==> config.mk <==
export PLATFORM = sky130hd
export DESIGN_NAME = signal_pending_queue_core
export DESIGN_NICKNAME = d
export VERILOG_FILES = /design/src/design/spq_pkg.sv /design/src/design/spq_ram.sv /design/src/design/signal_pending_queue_core.sv
export SDC_FILE = /design/constraint.sdc
export NUM_CORES = 1
export LEC_CHECK = 0
export ABC_AREA = 0
export BUFFER_PORTS_ARGS = -buffer_cell sky130_fd_sc_hd__buf_2
export CAP_MARGIN = 20
export CORE_UTILIZATION = 40
export DETAILED_ROUTE_END_ITERATION = 8
export PLACE_DENSITY = 0.62
export SLEW_MARGIN = 10
export SYNTH_ARGS = -nofsm -noshare
export SYNTH_HDL_FRONTEND = slang
export SYNTH_HIERARCHICAL = 1
export SYNTH_SLANG_ARGS = --single-unit
==> constraint.sdc <==
create_clock -name aclk -period 3.9 [get_ports aclk]
set_clock_uncertainty 0.15 [all_clocks]
set_input_delay 0.78 -clock aclk [delete_from_list [all_inputs] [get_ports aclk]]
set_output_delay 0.78 -clock aclk [all_outputs]
set_load 0.01 [all_outputs]
==> src/design/spq_pkg.sv <==
// Shared types and codes for the pending signal queue.
// Holds the item structs, operation codes, register indexes and sequencer states.
// Has no dependencies; the core and the checker use it.
package spq_pkg;

    localparam int SIG_W     = 5;
    localparam int TOTAL_W   = 4;
    localparam int OP_W      = 2;
    localparam int APB_ADDR_W = 3;
    localparam int APB_DATA_W = 32;

    localparam logic [OP_W-1:0] OP_QUEUE = 2'd0;
    localparam logic [OP_W-1:0] OP_TAKE  = 2'd1;
    localparam logic [OP_W-1:0] OP_QUERY = 2'd2;

    localparam logic REG_IGNORE_MASK = 1'b0;

    typedef struct packed {
        logic [OP_W-1:0]  operation;
        logic [SIG_W-1:0] signal_number;
    } in_item_t;

    typedef struct packed {
        logic               queued;
        logic [SIG_W-1:0]   taken_signal;
        logic               has_pending;
        logic [TOTAL_W-1:0] pending_total;
    } out_item_t;

    typedef enum logic [2:0] {
        ST_IDLE,
        ST_POP_RD,
        ST_POP_CHK,
        ST_SCAN,
        ST_WRITE,
        ST_DONE
    } state_t;

endpackage

==> src/design/spq_ram.sv <==
// Generic single-write, single-read RAM with a registered read port.
// Holds the entries of the pending signal queue; no dependencies.
module spq_ram #(
    parameter int WIDTH = 5,
    parameter int DEPTH = 8
) (
    input  logic                                 aclk,
    input  logic                                 we,
    input  logic [(DEPTH > 1 ? $clog2(DEPTH) : 1)-1:0] waddr,
    input  logic [WIDTH-1:0]                     wdata,
    input  logic [(DEPTH > 1 ? $clog2(DEPTH) : 1)-1:0] raddr,
    output logic [WIDTH-1:0]                     rdata
);

    logic [WIDTH-1:0] mem [DEPTH];
    logic [WIDTH-1:0] rdata_reg;

    always_ff @(posedge aclk) begin
        if (we) begin
            mem[waddr] <= wdata;
        end
        rdata_reg <= mem[raddr];
    end

    assign rdata = rdata_reg;

endmodule

==> src/design/signal_pending_queue_core.sv <==
// Top level of the pending signal queue: APB register, sequencer and entry RAM.
// Depends on spq_pkg and spq_ram.
//
// Usage:
// Items arrive on the s_ channel (valid/ready) carrying an operation and a
// signal number; each item yields exactly one result item on the m_ channel.
// The ignore mask is to be written over the APB port only while the block is
// idle; the user is bound by this and the block itself does not enforce it.
// Entries live in a circular buffer in a small RAM; one sequencer reads them
// through the RAM's single read port, one entry per cycle while it scans.
// A query scans the queue. A queue item scans it and then stores the signal
// if it is in range, not yet queued and the queue has room. A take first
// removes entries from the head, passing over masked signals, until it has
// removed an unmasked one or finds the queue empty, and then scans.
// The block takes one item at a time: s_ready is high only in the idle state.
// A finished result waits in the output register, so a new item can be taken
// while the receiver holds m_ready low; a second result waits until the
// first has been taken.
// After reset the queue is empty, the ignore mask is zero and no result is
// pending; the RAM needs no clearing since only filled entries are read.
module signal_pending_queue_core #(
    parameter int QUEUE_DEPTH  = 8,
    parameter int SIGNAL_COUNT = 32
) (
    input  logic                           aclk,
    input  logic                           aresetn,
    input  logic                           s_valid,
    output logic                           s_ready,
    input  spq_pkg::in_item_t              s_item,
    output logic                           m_valid,
    input  logic                           m_ready,
    output spq_pkg::out_item_t             m_item,
    input  logic                           psel,
    input  logic                           penable,
    input  logic                           pwrite,
    input  logic [spq_pkg::APB_ADDR_W-1:0] paddr,
    input  logic [spq_pkg::APB_DATA_W-1:0] pwdata,
    output logic [spq_pkg::APB_DATA_W-1:0] prdata,
    output logic                           pready
);

    localparam int PTR_W = (QUEUE_DEPTH > 1) ? $clog2(QUEUE_DEPTH) : 1;
    localparam int CNT_W = $clog2(QUEUE_DEPTH + 1);

    spq_pkg::state_t state_reg, state_next;

    logic [spq_pkg::OP_W-1:0]       op_reg, op_next;
    logic [spq_pkg::SIG_W-1:0]      sig_reg, sig_next;
    logic                           ok_reg, ok_next;
    logic [PTR_W-1:0]               head_reg, head_next;
    logic [PTR_W-1:0]               tail_reg, tail_next;
    logic [CNT_W-1:0]               count_reg, count_next;
    logic [PTR_W-1:0]               scan_ptr_reg, scan_ptr_next;
    logic [CNT_W-1:0]               idx_reg, idx_next;
    logic                           rd_valid_reg, rd_valid_next;
    logic                           dup_reg, dup_next;
    logic                           live_reg, live_next;
    logic [spq_pkg::SIG_W-1:0]      taken_reg, taken_next;
    logic                           queued_reg, queued_next;
    logic [spq_pkg::APB_DATA_W-1:0] mask_reg, mask_next;
    logic                           m_valid_reg, m_valid_next;
    spq_pkg::out_item_t             m_item_reg, m_item_next;

    logic                           ram_we;
    logic [PTR_W-1:0]               ram_waddr;
    logic [spq_pkg::SIG_W-1:0]      ram_wdata;
    logic [PTR_W-1:0]               ram_raddr;
    logic [spq_pkg::SIG_W-1:0]      ram_rdata;

    logic                           scan_done;
    logic                           sig_in_range;
    logic                           out_free;
    logic [CNT_W+3:0]               count_ext;

    function automatic logic [PTR_W-1:0] ptr_inc(input logic [PTR_W-1:0] p);
        logic [PTR_W-1:0] r;
        if (p == PTR_W'(QUEUE_DEPTH - 1)) begin
            r = '0;
        end else begin
            r = p + PTR_W'(1);
        end
        return r;
    endfunction

    spq_ram #(
        .WIDTH(spq_pkg::SIG_W),
        .DEPTH(QUEUE_DEPTH)
    ) u_ram (
        .aclk (aclk),
        .we   (ram_we),
        .waddr(ram_waddr),
        .wdata(ram_wdata),
        .raddr(ram_raddr),
        .rdata(ram_rdata)
    );

    assign s_ready   = (state_reg == spq_pkg::ST_IDLE);
    assign m_valid   = m_valid_reg;
    assign m_item    = m_item_reg;
    assign pready    = 1'b1;
    assign prdata    = (paddr[2] == spq_pkg::REG_IGNORE_MASK) ? mask_reg : '0;

    assign scan_done    = (idx_reg == count_reg) && !rd_valid_reg;
    assign sig_in_range = (s_item.signal_number != '0) &&
                          ({2'b00, s_item.signal_number} < 7'(SIGNAL_COUNT));
    assign out_free     = !m_valid_reg || m_ready;
    assign count_ext    = {4'b0000, count_reg};

    always_comb begin
        state_next = state_reg;
        unique case (state_reg)
            spq_pkg::ST_IDLE: begin
                if (s_valid) begin
                    state_next = (s_item.operation == spq_pkg::OP_TAKE) ?
                                 spq_pkg::ST_POP_RD : spq_pkg::ST_SCAN;
                end
            end
            spq_pkg::ST_POP_RD: begin
                state_next = (count_reg == '0) ? spq_pkg::ST_SCAN : spq_pkg::ST_POP_CHK;
            end
            spq_pkg::ST_POP_CHK: begin
                state_next = mask_reg[ram_rdata] ? spq_pkg::ST_POP_RD : spq_pkg::ST_SCAN;
            end
            spq_pkg::ST_SCAN: begin
                if (scan_done) begin
                    state_next = (op_reg == spq_pkg::OP_QUEUE && ok_reg && !dup_reg) ?
                                 spq_pkg::ST_WRITE : spq_pkg::ST_DONE;
                end
            end
            spq_pkg::ST_WRITE: begin
                state_next = spq_pkg::ST_DONE;
            end
            spq_pkg::ST_DONE: begin
                if (out_free) begin
                    state_next = spq_pkg::ST_IDLE;
                end
            end
            default: begin
                state_next = spq_pkg::ST_IDLE;
            end
        endcase
    end

    always_comb begin
        op_next       = op_reg;
        sig_next      = sig_reg;
        ok_next       = ok_reg;
        head_next     = head_reg;
        tail_next     = tail_reg;
        count_next    = count_reg;
        scan_ptr_next = scan_ptr_reg;
        idx_next      = idx_reg;
        rd_valid_next = 1'b0;
        dup_next      = dup_reg;
        live_next     = live_reg;
        taken_next    = taken_reg;
        queued_next   = queued_reg;
        mask_next     = mask_reg;
        m_valid_next  = m_valid_reg && !m_ready;
        m_item_next   = m_item_reg;
        ram_we        = 1'b0;
        ram_waddr     = tail_reg;
        ram_wdata     = sig_reg;
        ram_raddr     = scan_ptr_reg;

        if (psel && penable && pwrite && paddr[2] == spq_pkg::REG_IGNORE_MASK) begin
            mask_next = pwdata;
        end

        unique case (state_reg)
            spq_pkg::ST_IDLE: begin
                if (s_valid) begin
                    op_next     = s_item.operation;
                    sig_next    = s_item.signal_number;
                    ok_next     = sig_in_range && (count_reg != CNT_W'(QUEUE_DEPTH));
                    taken_next  = '0;
                    queued_next = 1'b0;
                end
            end
            spq_pkg::ST_POP_RD: begin
                ram_raddr = head_reg;
            end
            spq_pkg::ST_POP_CHK: begin
                head_next  = ptr_inc(head_reg);
                count_next = count_reg - CNT_W'(1);
                if (!mask_reg[ram_rdata]) begin
                    taken_next = ram_rdata;
                end
            end
            spq_pkg::ST_SCAN: begin
                if (rd_valid_reg) begin
                    dup_next  = dup_reg || (ram_rdata == sig_reg);
                    live_next = live_reg || !mask_reg[ram_rdata];
                end
                if (idx_reg < count_reg) begin
                    ram_raddr     = scan_ptr_reg;
                    rd_valid_next = 1'b1;
                    scan_ptr_next = ptr_inc(scan_ptr_reg);
                    idx_next      = idx_reg + CNT_W'(1);
                end
            end
            spq_pkg::ST_WRITE: begin
                ram_we      = 1'b1;
                tail_next   = ptr_inc(tail_reg);
                count_next  = count_reg + CNT_W'(1);
                queued_next = 1'b1;
                live_next   = live_reg || !mask_reg[sig_reg];
            end
            spq_pkg::ST_DONE: begin
                if (out_free) begin
                    m_valid_next              = 1'b1;
                    m_item_next.queued        = queued_reg;
                    m_item_next.taken_signal  = taken_reg;
                    m_item_next.has_pending   = live_reg;
                    m_item_next.pending_total = count_ext[spq_pkg::TOTAL_W-1:0];
                end
            end
            default: begin
            end
        endcase

        if (state_next == spq_pkg::ST_SCAN && state_reg != spq_pkg::ST_SCAN) begin
            scan_ptr_next = head_next;
            idx_next      = '0;
            dup_next      = 1'b0;
            live_next     = 1'b0;
            rd_valid_next = 1'b0;
        end
    end

    always_ff @(posedge aclk) begin
        if (!aresetn) begin
            state_reg    <= spq_pkg::ST_IDLE;
            head_reg     <= '0;
            tail_reg     <= '0;
            count_reg    <= '0;
            rd_valid_reg <= 1'b0;
            mask_reg     <= '0;
            m_valid_reg  <= 1'b0;
        end else begin
            state_reg    <= state_next;
            head_reg     <= head_next;
            tail_reg     <= tail_next;
            count_reg    <= count_next;
            rd_valid_reg <= rd_valid_next;
            mask_reg     <= mask_next;
            m_valid_reg  <= m_valid_next;
        end
    end

    always_ff @(posedge aclk) begin
        op_reg       <= op_next;
        sig_reg      <= sig_next;
        ok_reg       <= ok_next;
        scan_ptr_reg <= scan_ptr_next;
        idx_reg      <= idx_next;
        dup_reg      <= dup_next;
        live_reg     <= live_next;
        taken_reg    <= taken_next;
        queued_reg   <= queued_next;
        m_item_reg   <= m_item_next;
    end

endmodule

==> reports/qor.csv, run 1 <==
stage;metric;value;unit
synthesis;Syn Nets;587;
global_routing;GR Util All Layers;0.181;
synthesis;Synth Flop Type;edfxtp_1;
timing;Final Hold Fails;0;
worst_setup_path;r2r endpoint;u_ram/rdata[2]$_DFF_P_;
die;Row Count;44;
synthesis;total number of yosys warnings;6;
hold_path;hold_sp;queued_reg$_DFFE_PP_;
clock_tree;H-tree levels;4;
timing;setup slack after layout;1.22;ns
power_and_ir_drop;Power Total;4.82;mW
timing;Pins Over Slew Limit;0;
clock_tree;CTS sink count;126;
cells_and_area;post-route insts no fill;807;
cells_and_area;fraction of layout cells with a size suffix above 1;0.236;
global_routing;number of global-route vias before repair;4172;
clock_tree;TritonCTS buffer count;17;
die;Die Footprint;15400;um^2
detailed_routing;drt first pass iters;5;
detailed_routing;DRT antenna net count;0;
die;DIE HEIGHT;124;um
place;Post-Place Cells;775;
worst_setup_path;top fanout value on the critical path;11;
worst_setup_path;Worst setup SP type;register;
cells_and_area;fin area;7150;um^2
die;width of the die;124;um
clock_tree;clock root buffer;clkbuf_16;
timing;post-layout min period;2.68;ns
cells_and_area;Layout Nets;673;
global_routing;global-route wire length before repair;21.6;mm
power_and_ir_drop;Max VDD drop;0.000325;V
synthesis;Synth Instances;524;
place;dpl cell area;6550;um^2
detailed_routing;routed len/inst;16.5;um
clock_tree;post-cts repair resize count;0;
clock_tree;CTS Hold Buffers Added;0;
place;Placer Congestion;0.775;
detailed_routing;via count;4221;
timing;FMAX;374;MHz
timing;Fin Setup TNS;0;ns
worst_setup_path;critical path capture point type;register;
place;# port buffers;91;
cells_and_area;Area Growth Syn to Fin;19.6;%
worst_setup_path;Critical Path AT;2.83;ns
hold_path;Worst Hold Depth;0;
worst_setup_path;FF-to-FF setup slack;1.22;ns
synthesis;ranking of synthesized cells by area;edfxtp_1 (34%), dfxtp_1 (19%), mux4_1 (6.6%);
clock_tree;Clock transition at path regs;0.06;ns
cells_and_area;max FFs per register;40;
synthesis;number of synthesized flops with an enable pin;68;
detailed_routing;Iteration-0 DRC Markers;218;
place;Post-DP HPWL;9.31;mm
global_routing;largest net degree at the start of global routing;47;
synthesis;synthesized flop and latch total;126;
worst_setup_path;worst setup path category;register to register;
die;Initial Util;0.412;
clock_tree;CTS tree;built;
power_and_ir_drop;PD cells;673;nW/um^2
timing;worst slew pin tran;0.978;ns
timing;Final period util;0.686;
synthesis;Post-synth top cells;nand2_1 (81), edfxtp_1 (68), dfxtp_1 (58);
timing;# setup viols final;0;
synthesis;syn avg cell area;11.4;um^2
run;max_cap viols;0;
worst_setup_path;Worst Path Required;4.06;ns
clock_tree;clk_lat worst skew;0.42;ns
worst_setup_path;FF-to-FF path depth;5;
detailed_routing;WL final;13.3;mm
synthesis;synthesized cell area;5980;um^2
global_routing;gr ovfl total;0;
hold_path;Hold Crit Class;register to register;
die;io pins;95;
synthesis;top cell type's share of synthesized area;0.341;
hold_path;Worst Hold End;m_item[10]$_DFFE_PP_;
die;placeable core area;14500;um^2
cells_and_area;Inserted Diodes;0;
detailed_routing;Residual DRC;0;
timing;Relative slew margins;0.347;
worst_setup_path;r2r startpoint;state_reg[0]$_SDFF_PN0_;
synthesis;most frequent cell after synthesis;nand2_1;
global_routing;antenna violations before repair;0;
status;outcome;finished clean;
synthesis;Synth area leader;edfxtp_1;
clock_tree;Longest Clk Path Bufs;2;
place;Place WS;1.22;ns
synthesis;Synth cell types;56;
clock_tree;postcts setup bufs;0;
synthesis;register area share after synthesis;0.536;
detailed_routing;Avg Vias per Cell;5.23;
timing;RSZ-0062 raised after global routing;false;
synthesis;ys async rst share;0;
power_and_ir_drop;Lkg Pwr;2.78;nW
[cell type report]
| class | instances | area [um^2] |
|---|---|---|
| inverter | 10 | 37.5 |
| multi-input combinational | 359 | 2590 |
| sequential | 126 | 3200 |
| timing repair buffer | 96 | 493 |
| tap | 184 | 230 |
| fill | 1342 | 7380 |
| clock buffer | 21 | 460 |
| clock inverter | 11 | 140 |
[placed cells by master (no fill, tap or decap), types with 3 or more instances in the layout]
cell,n
buf_2,91
nand2_1,81
edfxtp_1,68
dfxtp_1,58
a21oi_1,52
nor2b_1,36
nor2_1,24
mux2i_1,19
clkbuf_16,17
mux4_1,15
ha_1,13
and2_1,12
nor3_1,11
nand3_1,10
mux2_2,9
nand2b_1,9
inv_1,6
xnor2_1,6
o21ai_1,5
xor2_1,5
buf_4,5
inv_2,4
nand3b_1,4
mux4_2,4
o41a_1,3
a22oi_1,3
nand4_1,3
o311ai_0,3
clkinvlp_4,3
bufinv_16,3
clkinv_2,3
[metrics by stage]
step / hold WS [ns] / utilization
floorplan: 0.250 / -
global placement: 0.252 / 0.451
detailed placement: 0.257 / 0.451
CTS: 0.270 / 0.492
global route: 0.286 / 0.492
finish: 0.270 / 0.492
[power breakdown]
part           internal, mW  switching (mW)  leakage, nW  total [mW]
Sequential             1.64           0.201         1.09        1.84
Clock                  1.03           0.552        0.286        1.58
Combinational         0.618           0.775         1.40        1.39
[logic make-up (layout without fill, tap and decap cells)]
logic type,Yosys count,after routing,synth area share
fa+ha+maj,14,14,0.0305
other cells,1,1,0.000627
flops,126,126,0.536
mux,47,47,0.130
buf+inv,39,138,0.0316
xor+xnor,11,11,0.0161
simple gates,199,199,0.164
compound gates,87,87,0.0923
[layer usage]
metal	wire, um	vias up	track usage
li1	-	2085	-
met1	6110	2004	0.237
met2	6460	118	0.288
met3	567	14	0.0451
met4	159	0	0.0730
met5	0	-	0
[critical path: stages, from the launching register on]
cell and delay (ns):
dfxtp_1 0.53, inv_2 0.07, nor3_1 0.42, mux2_2 0.47, mux4_1 0.64, mux2_2 0.28
[how the worst max path moves through the flow]
stage                                       start                      to  slack, ns  cells past startpoint
after floorplan           state_reg[0]$_SDFF_PN0_  u_ram/rdata[0]$_DFF_P_       1.60                      7
after detailed placement  state_reg[0]$_SDFF_PN0_  u_ram/rdata[2]$_DFF_P_       1.22                      5
final                     state_reg[0]$_SDFF_PN0_  u_ram/rdata[2]$_DFF_P_       1.22                      5
after global routing      state_reg[0]$_SDFF_PN0_  u_ram/rdata[0]$_DFF_P_       1.12                      5
after global placement    state_reg[0]$_SDFF_PN0_  u_ram/rdata[2]$_DFF_P_       1.29                      5
after CTS                 state_reg[0]$_SDFF_PN0_  u_ram/rdata[2]$_DFF_P_       1.21                      5
No activity file was read; power rests on OpenSTA's default activity.
==> run 2: changes to the inputs <==
--- a/config.mk
+++ b/config.mk
@@ -10,7 +10,7 @@
 export CAP_MARGIN = 20
 export CORE_UTILIZATION = 40
 export DETAILED_ROUTE_END_ITERATION = 8
-export PLACE_DENSITY = 0.62
+export PLACE_DENSITY = 0.64
 export SLEW_MARGIN = 10
 export SYNTH_ARGS = -nofsm -noshare
 export SYNTH_HDL_FRONTEND = slang
==> constraint.sdc (replaced) <==
create_clock -name aclk -period 2.3 [get_ports aclk]
set_clock_uncertainty 0.15 [all_clocks]
set_input_delay 0.46 -clock aclk [delete_from_list [all_inputs] [get_ports aclk]]
set_output_delay 0.46 -clock aclk [all_outputs]
set_load 0.01 [all_outputs]
==> reports/qor.csv, run 2 (synthesis gave the netlist of run 1 again) <==
stage;metric;value;unit;change
status;outcome;finished clean;;unchanged
power_and_ir_drop;PD cells;1170;nW/um^2;was 673 nW/um^2
clock_tree;CTS tree;built;;unchanged
timing;Pins Over Slew Limit;0;;unchanged
power_and_ir_drop;Lkg Pwr;2.96;nW;was 2.78 nW
global_routing;antenna violations before repair;0;;unchanged
worst_setup_path;FF-to-FF path depth;8;;was 5
clock_tree;Clock transition at path regs;0.05;ns;was 0.06 ns
power_and_ir_drop;Power Total;8.71;mW;was 4.82 mW
global_routing;number of global-route vias before repair;4250;;was 4,172
timing;Final period util;0.954;;was 0.686
global_routing;global-route wire length before repair;22.2;mm;was 21.6 mm
timing;# setup viols final;0;;unchanged
place;# port buffers;91;;unchanged
clock_tree;TritonCTS buffer count;17;;unchanged
worst_setup_path;Worst setup SP type;register;;unchanged
worst_setup_path;worst setup path category;register to register;;unchanged
cells_and_area;max FFs per register;40;;unchanged
worst_setup_path;top fanout value on the critical path;18;;was 11
cells_and_area;most common cell after layout, fill and taps aside;buf_2;;unchanged
place;Placer Congestion;0.818;;was 0.775
detailed_routing;routed len/inst;16.2;um;was 16.5 um
hold_path;Hold Crit Class;input pin to register;;was register to register
timing;post-layout min period;2.19;ns;was 2.68 ns
clock_tree;Longest Clk Path Bufs;2;;unchanged
clock_tree;H-tree levels;4;;unchanged
cells_and_area;Layout Nets;700;;was 673
global_routing;GR Util All Layers;0.186;;was 0.181
detailed_routing;Residual DRC;0;;unchanged
worst_setup_path;critical path startpoint;u_ram/rdata[1]$_DFF_P_;;was state_reg[0]$_SDFF_PN0_
detailed_routing;DRT antenna net count;0;;unchanged
timing;Fin Setup TNS;0;ns;unchanged
worst_setup_path;Critical Path AT;2.18;ns;was 2.83 ns
cells_and_area;Area Growth Syn to Fin;24.6;%;was 19.6%
clock_tree;clk_lat worst skew;0.43;ns;was 0.42 ns
timing;Final Hold Fails;0;;unchanged
die;Die Footprint;15400;um^2;unchanged
timing;setup slack after layout;0.106;ns;was 1.22 ns
cells_and_area;Inserted Diodes;0;;unchanged
die;io pins;95;;unchanged
place;Place WS;0.0370;ns;was 1.22 ns
die;Row Count;44;;unchanged
detailed_routing;WL final;13.5;mm;was 13.3 mm
timing;FMAX;456;MHz;was 374 MHz
cells_and_area;Fill cells;1307;;was 1,342
timing;Relative slew margins;0.585;;was 0.347
power_and_ir_drop;Max VDD drop;0.000672;V;was 0.000325 V
clock_tree;clock root buffer;clkbuf_16;;unchanged
die;width of the die;124;um;unchanged
global_routing;gr ovfl total;0;;unchanged
timing;RSZ-0062 raised after global routing;false;;unchanged
run;max_cap viols;0;;unchanged
clock_tree;CTS sink count;126;;unchanged
global_routing;largest net degree at the start of global routing;47;;unchanged
die;DIE HEIGHT;124;um;unchanged
worst_setup_path;r2r endpoint;scan_ptr_reg[0]$_DFFE_PP_;;was u_ram/rdata[2]$_DFF_P_
die;placeable core area;14500;um^2;unchanged
detailed_routing;Iteration-0 DRC Markers;181;;was 218
timing;worst slew pin tran;0.622;ns;was 0.978 ns
detailed_routing;Avg Vias per Cell;5.19;;was 5.23
worst_setup_path;FF-to-FF setup slack;0.11;ns;was 1.22 ns
die;Initial Util;0.412;;unchanged
cells_and_area;most frequent cells in the layout;buf_2 (91), nand2_1 (81), edfxtp_1 (68);;unchanged
cells_and_area;fraction of layout cells with a size suffix above 1;0.283;;was 0.236
worst_setup_path;critical path capture point type;register;;unchanged
worst_setup_path;Worst Path Required;2.29;ns;was 4.06 ns
worst_setup_path;r2r startpoint;u_ram/rdata[1]$_DFF_P_;;was state_reg[0]$_SDFF_PN0_
detailed_routing;drt first pass iters;5;;unchanged
worst_setup_path;Worst Setup EP;scan_ptr_reg[0]$_DFFE_PP_;;was u_ram/rdata[2]$_DFF_P_
detailed_routing;via count;4327;;was 4,221
place;Post-DP HPWL;9.66;mm;was 9.31 mm
==> run 2: how the worst min path moves through the flow <==
stage                               startpoint                     end  slack [ns]  depth (start not counted)
after floorplan           queued_reg$_DFFE_PP_    m_item[10]$_DFFE_PP_        0.25                          0
after global placement    queued_reg$_DFFE_PP_    m_item[10]$_DFFE_PP_        0.25                          0
after detailed placement  queued_reg$_DFFE_PP_    m_item[10]$_DFFE_PP_        0.26                          0
after CTS                            s_item[2]  ram_wdata[2]$_DFFE_PP_        0.07                          1
after global routing                 s_item[2]  ram_wdata[2]$_DFFE_PP_        0.09                          1
final                                s_item[4]  ram_wdata[4]$_DFFE_PP_         0.1                          1
==> run 2: area by class of cell <==
cell class                      instances  area (um^2)  area share
Inverter                               10         37.5     0.00504
Clock buffer                           18          429      0.0576
Timing Repair Buffer                  123          746       0.100
Tap cell                              184          230      0.0309
Clock inverter                         14          191      0.0257
Sequential cell                       126         3200       0.430
Multi-Input combinational cell        359         2610       0.351
==> run 2: stage by stage <==
step                 util  cells  hold WS, ns  instance area [um^2]
floorplan               -    524        0.250                  5990
global placement    0.469    802        0.255                  6810
detailed placement  0.469    802        0.255                  6810
CTS                 0.511    834       0.0739                  7430
global route        0.513    834       0.0856                  7450
finish              0.513    834       0.0958                  7450
==> run 2: routing by layer <==
metal,track usage,share of wire,vias to the layer above
li1,-,-,2138
met1,0.245,0.47,2045
met2,0.292,0.47,125
met3,0.0455,0.047,19
met4,0.0794,0.017,0
met5,0,0,-
==> run 2: power breakdown <==
part / switching, mW / leakage (nW) / total, mW / internal (mW)
sequential: 0.251 / 1.09 / 3.03 / 2.78
combinational: 1.49 / 1.57 / 2.88 / 1.39
clock: 0.984 / 0.294 / 2.79 / 1.81
total: 2.72 / 2.96 / 8.71 / 5.98
==> run 2: what timing repair did <==
action	4_1_cts	5_1_grt
hold buffers	0	0
setup buffers	0	0
setup endpoints to repair	0	12
gates resized for setup	0	9
==> run 2: worst max-delay path, cell delays in order, from the launching register on <==
cell and delay, ns:
dfxtp_1 0.35, buf_12 0.18, mux2i_1 0.23, a22oi_1 0.11, nand3_1 0.15, o31ai_2 0.10, o31a_1 0.27, o31ai_2 0.20
buf_4 0.16
==> run 3: changes to the inputs <==
--- a/config.mk
+++ b/config.mk
@@ -10,6 +10,7 @@
 export CAP_MARGIN = 20
 export CORE_UTILIZATION = 40
 export DETAILED_ROUTE_END_ITERATION = 8
+export GPL_TIMING_DRIVEN = 0
 export PLACE_DENSITY = 0.64
 export SLEW_MARGIN = 10
 export SYNTH_ARGS = -nofsm -noshare
==> constraint.sdc (replaced) <==
create_clock -name aclk -period 2.3 [get_ports aclk]
set_clock_uncertainty 0.15 [all_clocks]
set_input_delay 0.115 -clock aclk [delete_from_list [all_inputs] [get_ports aclk]]
set_output_delay 0.115 -clock aclk [all_outputs]
set_load 0.01 [all_outputs]
==> reports/qor.csv, run 3 (synthesis gave the netlist of run 1 again) <==
stage;metric;value;unit;change
status;outcome;finished clean;;unchanged
worst_setup_path;FF-to-FF path depth;7;;was 8
worst_setup_path;Worst Setup EP;u_ram/rdata[1]$_DFF_P_;;was scan_ptr_reg[0]$_DFFE_PP_
clock_tree;clk_lat worst skew;0.42;ns;was 0.43 ns
timing;RSZ-0062 raised after global routing;true;;was false
hold_path;Hold Crit Class;register to register;;was input pin to register
power_and_ir_drop;Clk pwr share;0.308;;was 0.321
clock_tree;Longest Clk Path Bufs;2;;unchanged
cells_and_area;max FFs per register;40;;unchanged
clock_tree;CTS sink count;126;;unchanged
cells_and_area;Layout Utilization;0.548;;was 0.513
power_and_ir_drop;Sw Pwr;2.78;mW;was 2.72 mW
power_and_ir_drop;Power Total;8.81;mW;was 8.71 mW
detailed_routing;DRT antenna net count;0;;unchanged
cells_and_area;Inserted Diodes;0;;unchanged
power_and_ir_drop;share of total power in sequential cells;0.350;;was 0.348
power_and_ir_drop;sw frac;0.315;;was 0.313
place;# port buffers;91;;unchanged
power_and_ir_drop;Logic pwr share;0.341;;was 0.331
cells_and_area;Area Growth Syn to Fin;33.2;%;was 24.6%
die;Initial Util;0.412;;unchanged
worst_setup_path;r2r endpoint;u_ram/rdata[1]$_DFF_P_;;was scan_ptr_reg[0]$_DFFE_PP_
power_and_ir_drop;Lkg Pwr;3.14;nW;was 2.96 nW
die;Row Count;44;;unchanged
die;io pins;95;;unchanged
worst_setup_path;Worst Path Required;2.45;ns;was 2.29 ns
clock_tree;CTS tree;built;;unchanged
worst_setup_path;Critical Path AT;2.41;ns;was 2.18 ns
global_routing;gr ovfl total;0;;unchanged
clock_tree;Clock transition at path regs;0.05;ns;about the same
place;Placer Congestion;0.833;;was 0.818
worst_setup_path;worst setup path category;register to register;;unchanged
detailed_routing;drt first pass iters;5;;unchanged
timing;# setup viols final;0;;unchanged
timing;Relative slew margins;0.527;;was 0.585
global_routing;number of global-route vias before repair;4557;;was 4,250
worst_setup_path;critical path capture point type;register;;unchanged
place;Post-DP HPWL;10.1;mm;was 9.66 mm
clock_tree;TritonCTS buffer count;17;;unchanged
detailed_routing;Iteration-0 DRC Markers;349;;was 181
clock_tree;clock root buffer;clkbuf_16;;unchanged
worst_setup_path;FF-to-FF setup slack;0.04;ns;was 0.11 ns
global_routing;largest net degree at the start of global routing;17;;was 47
run;max_cap viols;0;;unchanged
timing;post-layout min period;2.26;ns;was 2.19 ns
power_and_ir_drop;PD cells;1110;nW/um^2;was 1170 nW/um^2
detailed_routing;via count;4648;;was 4,327
cells_and_area;Fill cells;1220;;was 1,307
cells_and_area;Layout Nets;757;;was 700
power_and_ir_drop;Power Internal;6.03;mW;was 5.98 mW
timing;Fin Hold WS;0.267;ns;was 0.0958 ns
detailed_routing;WL final;14.5;mm;was 13.5 mm
worst_setup_path;critical path startpoint;state_reg[0]$_SDFF_PN0_;;was u_ram/rdata[1]$_DFF_P_
cells_and_area;register area;3210;um^2;was 3200 um^2
timing;Final period util;0.983;;was 0.954
timing;worst slew pin tran;0.703;ns;was 0.622 ns
die;placeable core area;14500;um^2;unchanged
global_routing;GR Util All Layers;0.195;;was 0.186
worst_setup_path;top fanout value on the critical path;10;;was 18
die;width of the die;124;um;unchanged
clock_tree;H-tree levels;4;;unchanged
timing;Pins Over Slew Limit;0;;unchanged
worst_setup_path;r2r startpoint;state_reg[0]$_SDFF_PN0_;;was u_ram/rdata[1]$_DFF_P_
timing;Final Hold Fails;0;;unchanged
detailed_routing;Avg Vias per Cell;5.22;;was 5.19
global_routing;global-route wire length before repair;23.3;mm;was 22.2 mm
die;DIE HEIGHT;124;um;unchanged
detailed_routing;routed len/inst;16.3;um;was 16.2 um
cells_and_area;most frequent cells in the layout;buf_2 (92), nand2_1 (80), edfxtp_1 (68);;was buf_2 (91), nand2_1 (81), edfxtp_1 (68)
cells_and_area;fraction of layout cells with a size suffix above 1;0.270;;was 0.283
cells_and_area;multi-input logic area;2640;um^2;was 2610 um^2
detailed_routing;Residual DRC;0;;unchanged
global_routing;antenna violations before repair;0;;unchanged
timing;FMAX;442;MHz;was 456 MHz
cells_and_area;most common cell after layout, fill and taps aside;buf_2;;unchanged
die;Die Footprint;15400;um^2;unchanged
power_and_ir_drop;Max VDD drop;0.000584;V;was 0.000672 V
worst_setup_path;Worst setup SP type;register;;unchanged
hold_path;hold_sp;taken_reg[0]$_SDFFCE_PN0P_;;was s_item[4]
[run 3: cell types whose count changed in the layout (fill, tap and decap cells not counted), moves of 6 or more]
cell and change:
buf_6 +6, dlygate4sd3_1 +45, buf_4 -9, clkbuf_1 +17
[run 3: worst max-delay path, stage by stage (launching register included)]
cell     delay (ns)
dfxtp_2        0.33
buf_6          0.12
inv_2          0.05
nor3_4         0.19
mux2_2         0.37
buf_6          0.16
mux4_1         0.48
mux2_2         0.30
[run 3: layout make-up]
type	instances	area share
Clock buffer	22	0.0583
Multi-Input combinational cell	359	0.332
Timing Repair Buffer	153	0.134
Sequential cell	126	0.403
Inverter	10	0.00503
Buffer	27	0.0225
Clock inverter	10	0.0173
Tap cell	184	0.0289
[run 3: layer usage]
metal / routed length, um / global-route usage
met5: 0 / 0
met4: 208 / 0.0765
met3: 789 / 0.0503
met2: 7130 / 0.311
met1: 6390 / 0.252
[run 3: power groups by stage]
| stage | sequential (mW) | combinational (mW) | clock [mW] |
|---|---|---|---|
| floorplan | 2.99 | 1.97 | 0 |
| global placement | 3.11 | 2.46 | 0 |
| detailed placement | 3.12 | 2.51 | 0 |
| CTS | 3.07 | 2.80 | 2.75 |
| global route | 3.13 | 3.28 | 2.86 |
| finish | 3.09 | 3.01 | 2.71 |
[run 3: worst min-delay path by stage]
| stage | depth (start not counted) | slack [ns] | to |
|---|---|---|---|
| after floorplan | 0 | 0.06 | op_reg[0]$_DFFE_PP_ |
| after global placement | 1 | 0.15 | op_reg[1]$_DFFE_PP_ |
| after detailed placement | 1 | 0.15 | op_reg[1]$_DFFE_PP_ |
| after CTS | 2 | 0.25 | op_reg[1]$_DFFE_PP_ |
| after global routing | 0 | 0.27 | m_item[5]$_DFFE_PP_ |
| final | 0 | 0.27 | m_item[5]$_DFFE_PP_ |
[run 3: per-stage QoR]
stage	TNS, ns	std cells	area, um^2	setup slack, ns
final	0	891	7960	0.0391
after global routing	-0.0224	891	7960	-0.0166
after CTS	0	882	7850	0.0142
after detailed placement	-2.53	799	6670	-0.369
after global placement	-1.84	799	6670	-0.322
after floorplan	0	524	5990	0.0382
[run 3: repair_timing]
action | CTS | global route
gates cloned | 0 | 1
hold endpoints to repair | 46 | 0
pin swaps | 2 | 7
resized for setup | 15 | 20
hold buffers | 45 | 0
setup buffers | 8 | 7
setup endpoints to repair | 19 | 28
